$ cat src/hdl/wpfc_pkg.sv
// ----------------------------------------------------------------------------
// wpfc_pkg
// shared widths, constants and register codes of the windowed pid force control
// ----------------------------------------------------------------------------
package wpfc_pkg;

	localparam int SAMPLE_W  = 10;
	localparam int ERR_W     = 11;
	localparam int DIFF_W    = 12;
	localparam int GAIN_W    = 16;
	localparam int DRIVE_W   = 8;
	localparam int FRAC_BITS = 12;
	localparam int S_DATA_W  = 16;
	localparam int CFG_IDX_W = 2;

	localparam int DRIVE_MIN = -90;
	localparam int DRIVE_MAX = 90;

	localparam logic signed [GAIN_W-1:0] GAIN_PROP_RST  = 16'sd1720;
	localparam logic signed [GAIN_W-1:0] GAIN_INTEG_RST = 16'sd0;
	localparam logic signed [GAIN_W-1:0] GAIN_DERIV_RST = 16'sd0;
	localparam logic [SAMPLE_W-1:0]      SETPOINT_RST   = 10'd1;

	typedef enum logic [CFG_IDX_W-1:0] {
		REG_GAIN_PROP  = 2'd0,
		REG_GAIN_INTEG = 2'd1,
		REG_GAIN_DERIV = 2'd2,
		REG_SETPOINT   = 2'd3
	} reg_index_t;

endpackage

$ cat src/hdl/wpfc_ring.sv
// ----------------------------------------------------------------------------
// wpfc_ring
// error window: ring memory, running window sum and previous error
// ----------------------------------------------------------------------------
module wpfc_ring
	import wpfc_pkg::*;
#(
	parameter int WINDOW = 16,
	parameter int SUM_W  = ERR_W + $clog2(WINDOW)
) (
	input  logic                    clk,
	input  logic                    arst_n,
	input  logic                    push,
	input  logic signed [ERR_W-1:0] err,
	output logic signed [ERR_W-1:0] err_prev,
	output logic signed [SUM_W-1:0] sum_next
);

	localparam int PTR_W = (WINDOW > 1) ? $clog2(WINDOW) : 1;
	localparam logic [PTR_W-1:0] PTR_LAST = PTR_W'(WINDOW - 1);

	function automatic logic [PTR_W-1:0] ptr_inc(input logic [PTR_W-1:0] p);
		return (p == PTR_LAST) ? '0 : p + 1'b1;
	endfunction

	logic signed [ERR_W-1:0] mem [WINDOW];
	logic signed [ERR_W-1:0] oldest_q;
	logic signed [ERR_W-1:0] oldest;
	logic signed [ERR_W-1:0] prev_q;
	logic signed [SUM_W-1:0] sum_q;
	logic [PTR_W-1:0]        ptr_q;
	logic [PTR_W-1:0]        ptr_next;
	logic [PTR_W-1:0]        ptr_ahead;
	logic                    full_q;

	assign ptr_next  = ptr_inc(ptr_q);
	assign ptr_ahead = ptr_inc(ptr_next);

	// slots not yet written since reset read as zero
	assign oldest   = full_q ? oldest_q : '0;
	assign sum_next = sum_q + SUM_W'(err) - SUM_W'(oldest);
	assign err_prev = prev_q;

	always_ff @(posedge clk) begin
		if (push) begin
			mem[ptr_next] <= err;
			oldest_q      <= mem[ptr_ahead];
		end
	end

	always_ff @(posedge clk or negedge arst_n) begin
		if (!arst_n) begin
			ptr_q  <= '0;
			full_q <= 1'b0;
			sum_q  <= '0;
			prev_q <= '0;
		end else if (push) begin
			ptr_q  <= ptr_next;
			sum_q  <= sum_next;
			prev_q <= err;
			if (ptr_next == '0) begin
				full_q <= 1'b1;
			end
		end
	end

endmodule

$ cat src/hdl/windowed_pid_force_control.sv
// ----------------------------------------------------------------------------
// windowed_pid_force_control
// pid force loop with a moving-window integral and a saturated screw drive
// ----------------------------------------------------------------------------
// usage:
//   s_* carries force samples, one per beat; m_* returns one screw drive value
//   per sample, in order. gains and setpoint are written through wr_en,
//   wr_index and wr_data; the user must do so only while no sample is in flight;
//   the block does not enforce it. a sample is taken whenever s_tvalid and
//   s_tready are high, one per cycle. the ring update and error terms are
//   registered at the accepting edge, then the three gain products, then the
//   sum, the shift and the saturation into the output register with m_tvalid.
//   throughput is one beat per cycle while the output is not stalled; each stage
//   holds one sample and moves on when the stage after it is empty or moving.
//   if the receiver stalls, the output holds and the pipeline fills behind it;
//   s_tready drops once all three stages are occupied.
//   reset clears the gains to their defaults, the setpoint to one, the window
//   sum and the previous error to zero; ring slots read as zero until the
//   ring has been written once all the way round, so no clearing pass runs.
// ----------------------------------------------------------------------------
module windowed_pid_force_control
	import wpfc_pkg::*;
#(
	parameter int WINDOW = 16
) (
	input  logic                 clk,
	input  logic                 arst_n,
	input  logic                 s_tvalid,
	output logic                 s_tready,
	input  logic [S_DATA_W-1:0]  s_tdata,   // force_sample[9:0], zero fill
	output logic                 m_tvalid,
	input  logic                 m_tready,
	output logic [DRIVE_W-1:0]   m_tdata,   // screw_drive[7:0]
	input  logic                 wr_en,
	input  logic [CFG_IDX_W-1:0] wr_index,
	input  logic [GAIN_W-1:0]    wr_data
);

	localparam int SUM_W = ERR_W + $clog2(WINDOW);
	localparam int PP_W  = ERR_W + GAIN_W;
	localparam int PI_W  = SUM_W + GAIN_W;
	localparam int PD_W  = DIFF_W + GAIN_W;
	localparam int TOT_W = ((PI_W > PD_W) ? PI_W : PD_W) + 2;

	logic signed [GAIN_W-1:0] gain_prop_q;
	logic signed [GAIN_W-1:0] gain_integ_q;
	logic signed [GAIN_W-1:0] gain_deriv_q;
	logic [SAMPLE_W-1:0]      setpoint_q;

	logic                     accept;
	logic                     adv1, adv2, adv3;
	logic                     v1_q, v2_q;
	logic signed [ERR_W-1:0]  err;
	logic signed [ERR_W-1:0]  err_prev;
	logic signed [SUM_W-1:0]  sum_next;

	logic signed [ERR_W-1:0]  err_s1;
	logic signed [DIFF_W-1:0] diff_s1;
	logic signed [SUM_W-1:0]  sum_s1;

	logic signed [PP_W-1:0]   prod_p_s2;
	logic signed [PI_W-1:0]   prod_i_s2;
	logic signed [PD_W-1:0]   prod_d_s2;

	logic signed [TOT_W-1:0]  total;
	logic signed [TOT_W-1:0]  shifted;
	logic signed [DRIVE_W-1:0] drive;

	always_ff @(posedge clk or negedge arst_n) begin
		if (!arst_n) begin
			gain_prop_q  <= GAIN_PROP_RST;
			gain_integ_q <= GAIN_INTEG_RST;
			gain_deriv_q <= GAIN_DERIV_RST;
			setpoint_q   <= SETPOINT_RST;
		end else if (wr_en) begin
			unique case (reg_index_t'(wr_index))
				REG_GAIN_PROP:  gain_prop_q  <= wr_data;
				REG_GAIN_INTEG: gain_integ_q <= wr_data;
				REG_GAIN_DERIV: gain_deriv_q <= wr_data;
				REG_SETPOINT:   setpoint_q   <= wr_data[SAMPLE_W-1:0];
			endcase
		end
	end

	assign adv3     = !m_tvalid || m_tready;
	assign adv2     = !v2_q || adv3;
	assign adv1     = !v1_q || adv2;
	assign s_tready = adv1;
	assign accept   = s_tvalid && s_tready;

	assign err = $signed({1'b0, setpoint_q}) - $signed({1'b0, s_tdata[SAMPLE_W-1:0]});

	wpfc_ring #(
		.WINDOW (WINDOW),
		.SUM_W  (SUM_W)
	) u_ring (
		.clk      (clk),
		.arst_n   (arst_n),
		.push     (accept),
		.err      (err),
		.err_prev (err_prev),
		.sum_next (sum_next)
	);

	always_ff @(posedge clk or negedge arst_n) begin
		if (!arst_n) begin
			v1_q     <= 1'b0;
			v2_q     <= 1'b0;
			m_tvalid <= 1'b0;
		end else begin
			if (adv1) begin
				v1_q <= accept;
			end
			if (adv2) begin
				v2_q <= v1_q;
			end
			if (adv3) begin
				m_tvalid <= v2_q;
			end
		end
	end

	always_ff @(posedge clk) begin
		if (accept) begin
			err_s1  <= err;
			diff_s1 <= DIFF_W'(err) - DIFF_W'(err_prev);
			sum_s1  <= sum_next;
		end
	end

	always_ff @(posedge clk) begin
		if (adv2 && v1_q) begin
			prod_p_s2 <= PP_W'(err_s1) * PP_W'(gain_prop_q);
			prod_i_s2 <= PI_W'(sum_s1) * PI_W'(gain_integ_q);
			prod_d_s2 <= PD_W'(diff_s1) * PD_W'(gain_deriv_q);
		end
	end

	// arithmetic shift rounds toward minus infinity
	assign total   = TOT_W'(prod_p_s2) + TOT_W'(prod_i_s2) - TOT_W'(prod_d_s2);
	assign shifted = total >>> FRAC_BITS;

	always_comb begin
		priority if (shifted < TOT_W'(DRIVE_MIN)) begin
			drive = DRIVE_W'(DRIVE_MIN);
		end else if (shifted > TOT_W'(DRIVE_MAX)) begin
			drive = DRIVE_W'(DRIVE_MAX);
		end else begin
			drive = DRIVE_W'(shifted);
		end
	end

	always_ff @(posedge clk) begin
		if (adv3 && v2_q) begin
			m_tdata <= drive;
		end
	end

endmodule

$ cat config.mk
export PLATFORM = sky130hd
export DESIGN_NAME = windowed_pid_force_control
export DESIGN_NICKNAME = d
export VERILOG_FILES = /design/src/hdl/wpfc_pkg.sv /design/src/hdl/wpfc_ring.sv /design/src/hdl/windowed_pid_force_control.sv
export SDC_FILE = /design/constraint.sdc
export NUM_CORES = 2
export LEC_CHECK = 0
export CORE_MARGIN = 2
export CORE_UTILIZATION = 40
export DETAILED_ROUTE_END_ITERATION = 10
export DONT_BUFFER_PORTS = 1
export PLACE_DENSITY_LB_ADDON = 0.15
export RECOVER_POWER = 100
export SYNTH_ARGS = -nofsm -noshare
export SYNTH_HDL_FRONTEND = slang
export SYNTH_HIERARCHICAL = 1
export SYNTH_SLANG_ARGS = --single-unit
export TNS_END_PERCENT = 20
$ cat constraint.sdc
create_clock -name clk -period 6.25 [get_ports clk]
set_input_delay 0.625 -clock clk [delete_from_list [all_inputs] [get_ports clk]]
set_output_delay 0.625 -clock clk [all_outputs]
set_load 0.02 [all_outputs]
# Word level (Yosys, flattened, before mapping)
# Memory sizes are Yosys's and may differ from the RTL's. A register that Yosys moved wholly into a read port is not among the register bits.
# Cells that the tools add are included.
totals:
  ff_bits: 224
  latch_bits: 0
  ramBits: 176
  mem_bits_ro: 0
  inputBits: 39
  n_memories: 1
op_classes:
  addsub: 8
  multipliers: 3
  n_div: 0
  n_lt_le_gt_ge: 2
  n_eq_ne: 5
  n_shift: 0
  n_mux: 6
  bitwise: 0
  reduce_logical: 17
memory_table:
  columns: ["name", "depth", "width", "read_ports", "rd_ports_with_merged_regs", "wr", "line", "rtl"]
  rows:
  - ["u_ring.mem", 16, 11, 1, 1, 1, "wpfc_ring.sv:26", "logic signed [ERR_W-1:0] mem [WINDOW];"]
op_table:
  columns: ["operator", "count"]
  rows:
  - ["subtractor 32 x 28 -> 33 bit", 1]
  - ["adder 27 x 31 -> 32 bit", 1]
  - ["multiplier 15 x 16 -> 31 bit", 1]
  - ["multiplier 12 x 16 -> 28 bit", 1]
  - ["multiplier 11 x 16 -> 27 bit", 1]
  - ["> comparator 21 x 8 -> 1 bit (second input constant)", 1]
  - ["< comparator 21 x 8 -> 1 bit (second input constant)", 1]
  - ["adder 15 x 11 -> 15 bit", 1]
  - ["subtractor 15 x 11 -> 15 bit", 1]
  - ["subtractor 11 x 11 -> 12 bit", 1]
  - ["two-way mux 11 bit", 1]
  - ["subtractor 10 x 10 -> 11 bit", 1]
  - ["AND reduction 2 bit", 5]
  - ["adder 4 x 1 -> 4 bit (second input constant)", 2]
  - ["equality test 4 bit (second input constant)", 2]
  - ["two-way mux 4 bit", 2]
  - ["two-way mux 8 bit", 1]
  - ["equality test 2 bit (second input constant)", 2]
  - ["logical NOT 4 bit", 1]
  - ["logical AND 1 bit", 3]
  - ["logical NOT 1 bit", 3]
  - ["logical OR 1 bit", 3]
  - ["equality test 2 x 1 -> 1 bit (second input constant)", 1]
  - ["logical NOT 2 bit", 1]
  - ["2 further kinds", 3]

# Logic depth before layout (Yosys ltp)
depth:
  depth_word: 7
  ltp_mapped: 25
  depth_no_buf: 24

# By module
# The synthesis kept the hierarchy.
modules_own_cells:
  columns: ["module", "instances", "cells_per_inst", "area_each_um2", "seq_area_each_um2"]
  rows:
  - ["windowed_pid_force_control", 1, 3252, 32065.8, 5499.0]
  - ["wpfc_ring", 1, 649, 9726.8, 6391.1]

# Worst setup path before layout
# No wires, ideal clock.
synth_path:
  path_type: "register to register"
  startpoint: "register gain_integ_q[10]"
  endpoint: "register prod_i_s2[30], data pin"
  setup_time_ps: 261
  arrival_time_ps: 5950
  slack_ps: 39
  stages_incl_launch_ff: 25
  n_path_buf: 1
  synth_period_minus_slack_ps: 6211
  path_cell_list: "dfrtp_1 clkbuf_1 nand2_1 fa_1 fa_1 inv_1 fa_1 inv_1 fa_1 inv_1 fa_1 inv_1 fa_1 inv_1 ha_1 a21o_1 a21oi_1 nand2_1 a41o_1 a21oi_1 nor3_1 a311oi_1 or3_1 nand3_1 nor3b_1"
synth_via:
  elab_chain_len: 1
synth_rtl:
  columns: ["item", "line", "rtl"]
  rows:
  - ["start, declared", "windowed_pid_force_control.sv:46", "logic signed [GAIN_W-1:0] gain_integ_q;"]
  - ["start signal, assigned", "windowed_pid_force_control.sv:78", "REG_GAIN_INTEG: gain_integ_q <= wr_data;"]
  - ["multiplier 15 x 16 -> 31 bit", "windowed_pid_force_control.sv:134", "prod_i_s2 <= PI_W'(sum_s1) * PI_W'(gain_integ_q);"]
  - ["end signal, assigned", "windowed_pid_force_control.sv:134", null]
  - ["end, declared", "windowed_pid_force_control.sv:62", "logic signed [PI_W-1:0] prod_i_s2;"]
# Every way passes these cells.
# A chain may end at the register's enable or synchronous reset.

# Worst setup path after layout
layout_path:
  startpoint: "register sum_s1[2]"
  endpoint: "register prod_i_s2[30], data pin"
layout_via:
  elab_chain_len: 1
layout_rtl:
  columns: ["item", "line", "rtl"]
  rows:
  - ["start, declared", "windowed_pid_force_control.sv:59", "logic signed [SUM_W-1:0] sum_s1;"]
  - ["start signal, assigned", "windowed_pid_force_control.sv:127", "sum_s1 <= sum_next;"]
  - ["multiplier 15 x 16 -> 31 bit", "windowed_pid_force_control.sv:134", null]
# Every way passes these cells.

==> metrics.txt <==
final estimated routing congestion in global placement=0.843; cell repeated most along the worst path=sky130_fd_sc_hd__fa_1; Syn-to-layout area delta=9.39%; Startpoint Class=flip-flop; run status=complete, but fails checks; Post-route DRC=0; Post-Layout Inst Area=~46,000 sq um; FF/Latch Area=about 12,000 sq um; number of enable flip-flop cells after synthesis=319; drt wl/cell=roughly 18 um; Setup violations, final=0; data arrival time at the worst-slack endpoint=between 6000 and 7000 ps; most used flip-flop cell after synthesis=sky130_fd_sc_hd__edfxtp_1; data required time of the critical path=between 6000 and 7000 ps; Warnings, synthesis=6; remaining antenna violation count=0; width of the die=around 330 um; vias per cell=around 4.9; number of H-tree levels=2; area fraction in and, or, nand and nor cells after synthesis=around 11%; largest net degree at the start of global routing=a little over 90; sequential cell area fraction in the yosys report=28.5%; net count of the mapped netlist=between 4,000 and 5,000; number of standard cells after synthesis=3,901; number of buffers created by CTS=49; unrepaired setup endpoints after global routing=true; Pins Over Slew Limit=between 300 and 400; num ports=49; max-cap check violation count=5; overall global routing resource usage=between 10% and 20%; f_max=0.164 GHz; synthesized area divided by synthesized cell count=roughly 11 sq um; failing checks=capacitance limit, slew limit; crit share post-route=a little over nine tenths; DIE AREA=107,000 sq um; post-detail-place hpwl=between 70,000 and 80,000 um; time the worst path needs with I/O delays and setup=slightly above 6000 ps; flops & latches, synth=around 410; fraction of final layout cells sized beyond drive strength 1=under 10%; clock-pin slew on the worst setup and hold paths=roughly 60 ps; endpoint type of the worst setup path=flip-flop; Remaining Overflow, GRT=0; category of the most critical setup path=reg -> reg; hold violation count in the final report=0; xor-xnor portion of the synthesized cell area=~2.7%; number of sinks on the clock net=around 410; post-synth top area cell=sky130_fd_sc_hd__fa_1; area of the mapped netlist=41,800 sq um; worst min path class=in -> reg; first-pass detailed-route iteration total=6; master of the slowest instance on the critical path=sky130_fd_sc_hd__fa_2; cell area after placement=about 44,000 sq um; number of global-route vias before repair=~28,000; slew at the pin closest to its max-slew limit=approximately 4000 ps; top cells by count, synth=sky130_fd_sc_hd__inv_1, sky130_fd_sc_hd__fa_1, sky130_fd_sc_hd__nand2_1; starting utilization of the core area=between 40 and 50%; number of antenna violations at the first check in global routing=5; Synth Area in Compound Gates=6.59%; worst-case headroom to the max-slew limit=-168%; ordered list of cells on the worst path=buf_6, and2_1, fa_2, fa_2, buf_4, fa_1, fa_1, fa_1, inv_1, fa_1, inv_1, ha_2, a21oi_1, o21bai_2, or3_4, a311oi_2, buf_4, or3_1, nand3_1, nor3b_1; Port Buffer Count=0; filler cell count in the final layout=10,000; via total after detailed routing=approximately 26,000; Vert. Die Dim=about 330 um; Final nets=4,888; buffer depth of the longest clock path=3; count leader, synth=sky130_fd_sc_hd__inv_1; dominant combinational cell family by area after synthesis=adder cells; first-pass GRT wire length=approximately 160,000 um; asr flop ratio synth=approximately 22%; multiplexer fraction of the synthesized cell area=3.99%; multi-input combinational cell area=roughly 26,000 sq um; cells taking the most area after synthesis=sky130_fd_sc_hd__fa_1, sky130_fd_sc_hd__edfxtp_1, sky130_fd_sc_hd__ha_1; Final Skew=38.9 ps; Max Fanout on Critical Path=15; area of the core=about 100,000 sq um; R2R Setup Slk=around 160 ps; adder-cell share of the synthesized area=38.0%; root buffer cell=sky130_fd_sc_hd__clkbuf_16; TritonCTS clock tree=yes; Cell variety after synth=96; area share of the largest cell type after synthesis=about 30%; detailed-route wire length=~98,000 um; violation count after the first detailed-routing iteration=1,411; CP max stage delay=between 600 and 700 ps; floorplan row count=around 120; clk_lat worst skew=~620 ps
==> area by class of cell <==
type	instances	area share (%)
Timing Repair Buffer	127	2.00
Inverter	840	6.91
Sequential cell	411	26.0
Clock buffer	60	2.89
Tap cell	1380	3.78
Clock inverter	31	0.717
Multi-Input combinational cell	2524	57.7
Antenna cell	7	0.0383
==> per-layer routing <==
layer | up-vias | global-route usage (%) | wire length, um
li1 | 12500 | - | -
met3 | 92 | 1.88 | 2900
met4 | 2 | 3.75 | 1660
met1 | 13300 | 26.3 | 46200
met5 | - | 0 | 13
met2 | 329 | 32.7 | 47700
==> layout by cell type (no fill, tap or decap), drive strengths merged, types with 10 or more instances in the layout <==
cell type / count
clkinv: 18
a32oi: 41
mux2i: 47
inv: 845
a211oi: 12
xor2: 34
buf: 97
xnor2: 94
and2: 294
ha: 275
a21oi: 103
nand4: 12
nand2b: 43
o21a: 12
o211ai: 10
o2111ai: 10
nand2: 370
dfrtp: 85
a21o: 46
mux2: 76
o21bai: 17
a21boi: 10
nor3: 18
and3: 20
clkbuf: 89
o21ai: 106
nor2: 106
edfxtp: 319
mux4: 15
nand3: 30
fa: 621
==> worst paths after layout <==
check	startpoint	depth (start not counted)	to
worst max register to register	sum_s1[2]$_DFFE_PP_	20	prod_i_s2[30]$_DFFE_PP_
max in group asynchronous	arst_n	2	gain_prop_q[2]$_DFFE_PN0P_
worst min-delay path	s_tvalid	1	v1_q$_DFFE_PN0N_
worst min register to register	v2_q$_DFFE_PN0P_	1	m_tvalid$_DFFE_PN0P_
min in group asynchronous	arst_n	2	v1_q$_DFFE_PN0N_
worst max-delay path	sum_s1[2]$_DFFE_PP_	20	prod_i_s2[30]$_DFFE_PP_
==> sequential cells by signal, summed over array words and instances (netlist names), 8 cells and up <==
register and cells:
u_ring/err_prev 11, gain_deriv_q 16, diff_s1 12, prod_d_s2 28, sum_s1 15, gain_integ_q 16
m_tdata 8, gain_prop_q 16, err_s1 11, u_ring/oldest_q 11, setpoint_q 10, u_ring/sum_q 15
u_ring/mem 176, prod_i_s2 31, prod_p_s2 27
==> stage by stage <==
stage / hold slack [ps] / utilization, % / setup TNS [ps] / setup WS (ps) / instances
3_5_place_dp: 333 / 42.3 / -55.0 / -32.5 / 5262
4_1_cts: 83.2 / 44.0 / 0 / 36.9 / 5355
6_report: 124 / 44.1 / 0 / 162 / 5380
2_1_floorplan: 329 / - / 0 / 38.5 / 3901
5_1_grt: 104 / 44.1 / -201 / -58.1 / 5379
3_3_place_gp: 332 / 42.3 / -185 / -101 / 5262
==> repair_timing <==
item,CTS,global route
hold buffers,2,0
gates cloned,0,0
endpoints found under the hold margin,92,0
pin swaps,1,12
buffers inserted,0,18
gates resized for setup,2,45
setup endpoints to repair,2,11
==> critical path: cells and delay by family, from the launching register on <==
kind | cells | cell delay [ps]
buffers and inverters | 5 | 610
AOI/OAI and AO/OA | 3 | 490
DFF | 1 | 410
and+or+nand+nor | 5 | 910
adders and majority gates | 7 | 3400
==> logic make-up (layout without fill, tap and decap cells) <==
family | Yosys count | after routing
flops | 411 | 411
buf+inv | 966 | 1058
fa+ha+maj | 896 | 896
compound gates | 415 | 415
xor+xnor | 128 | 128
other cells | 0 | 7
simple gates | 947 | 947
mux | 138 | 138
Power is left out: the tool's default activity adds up to more than one toggle a clock period on the data nets, which glitch-free logic cannot reach.
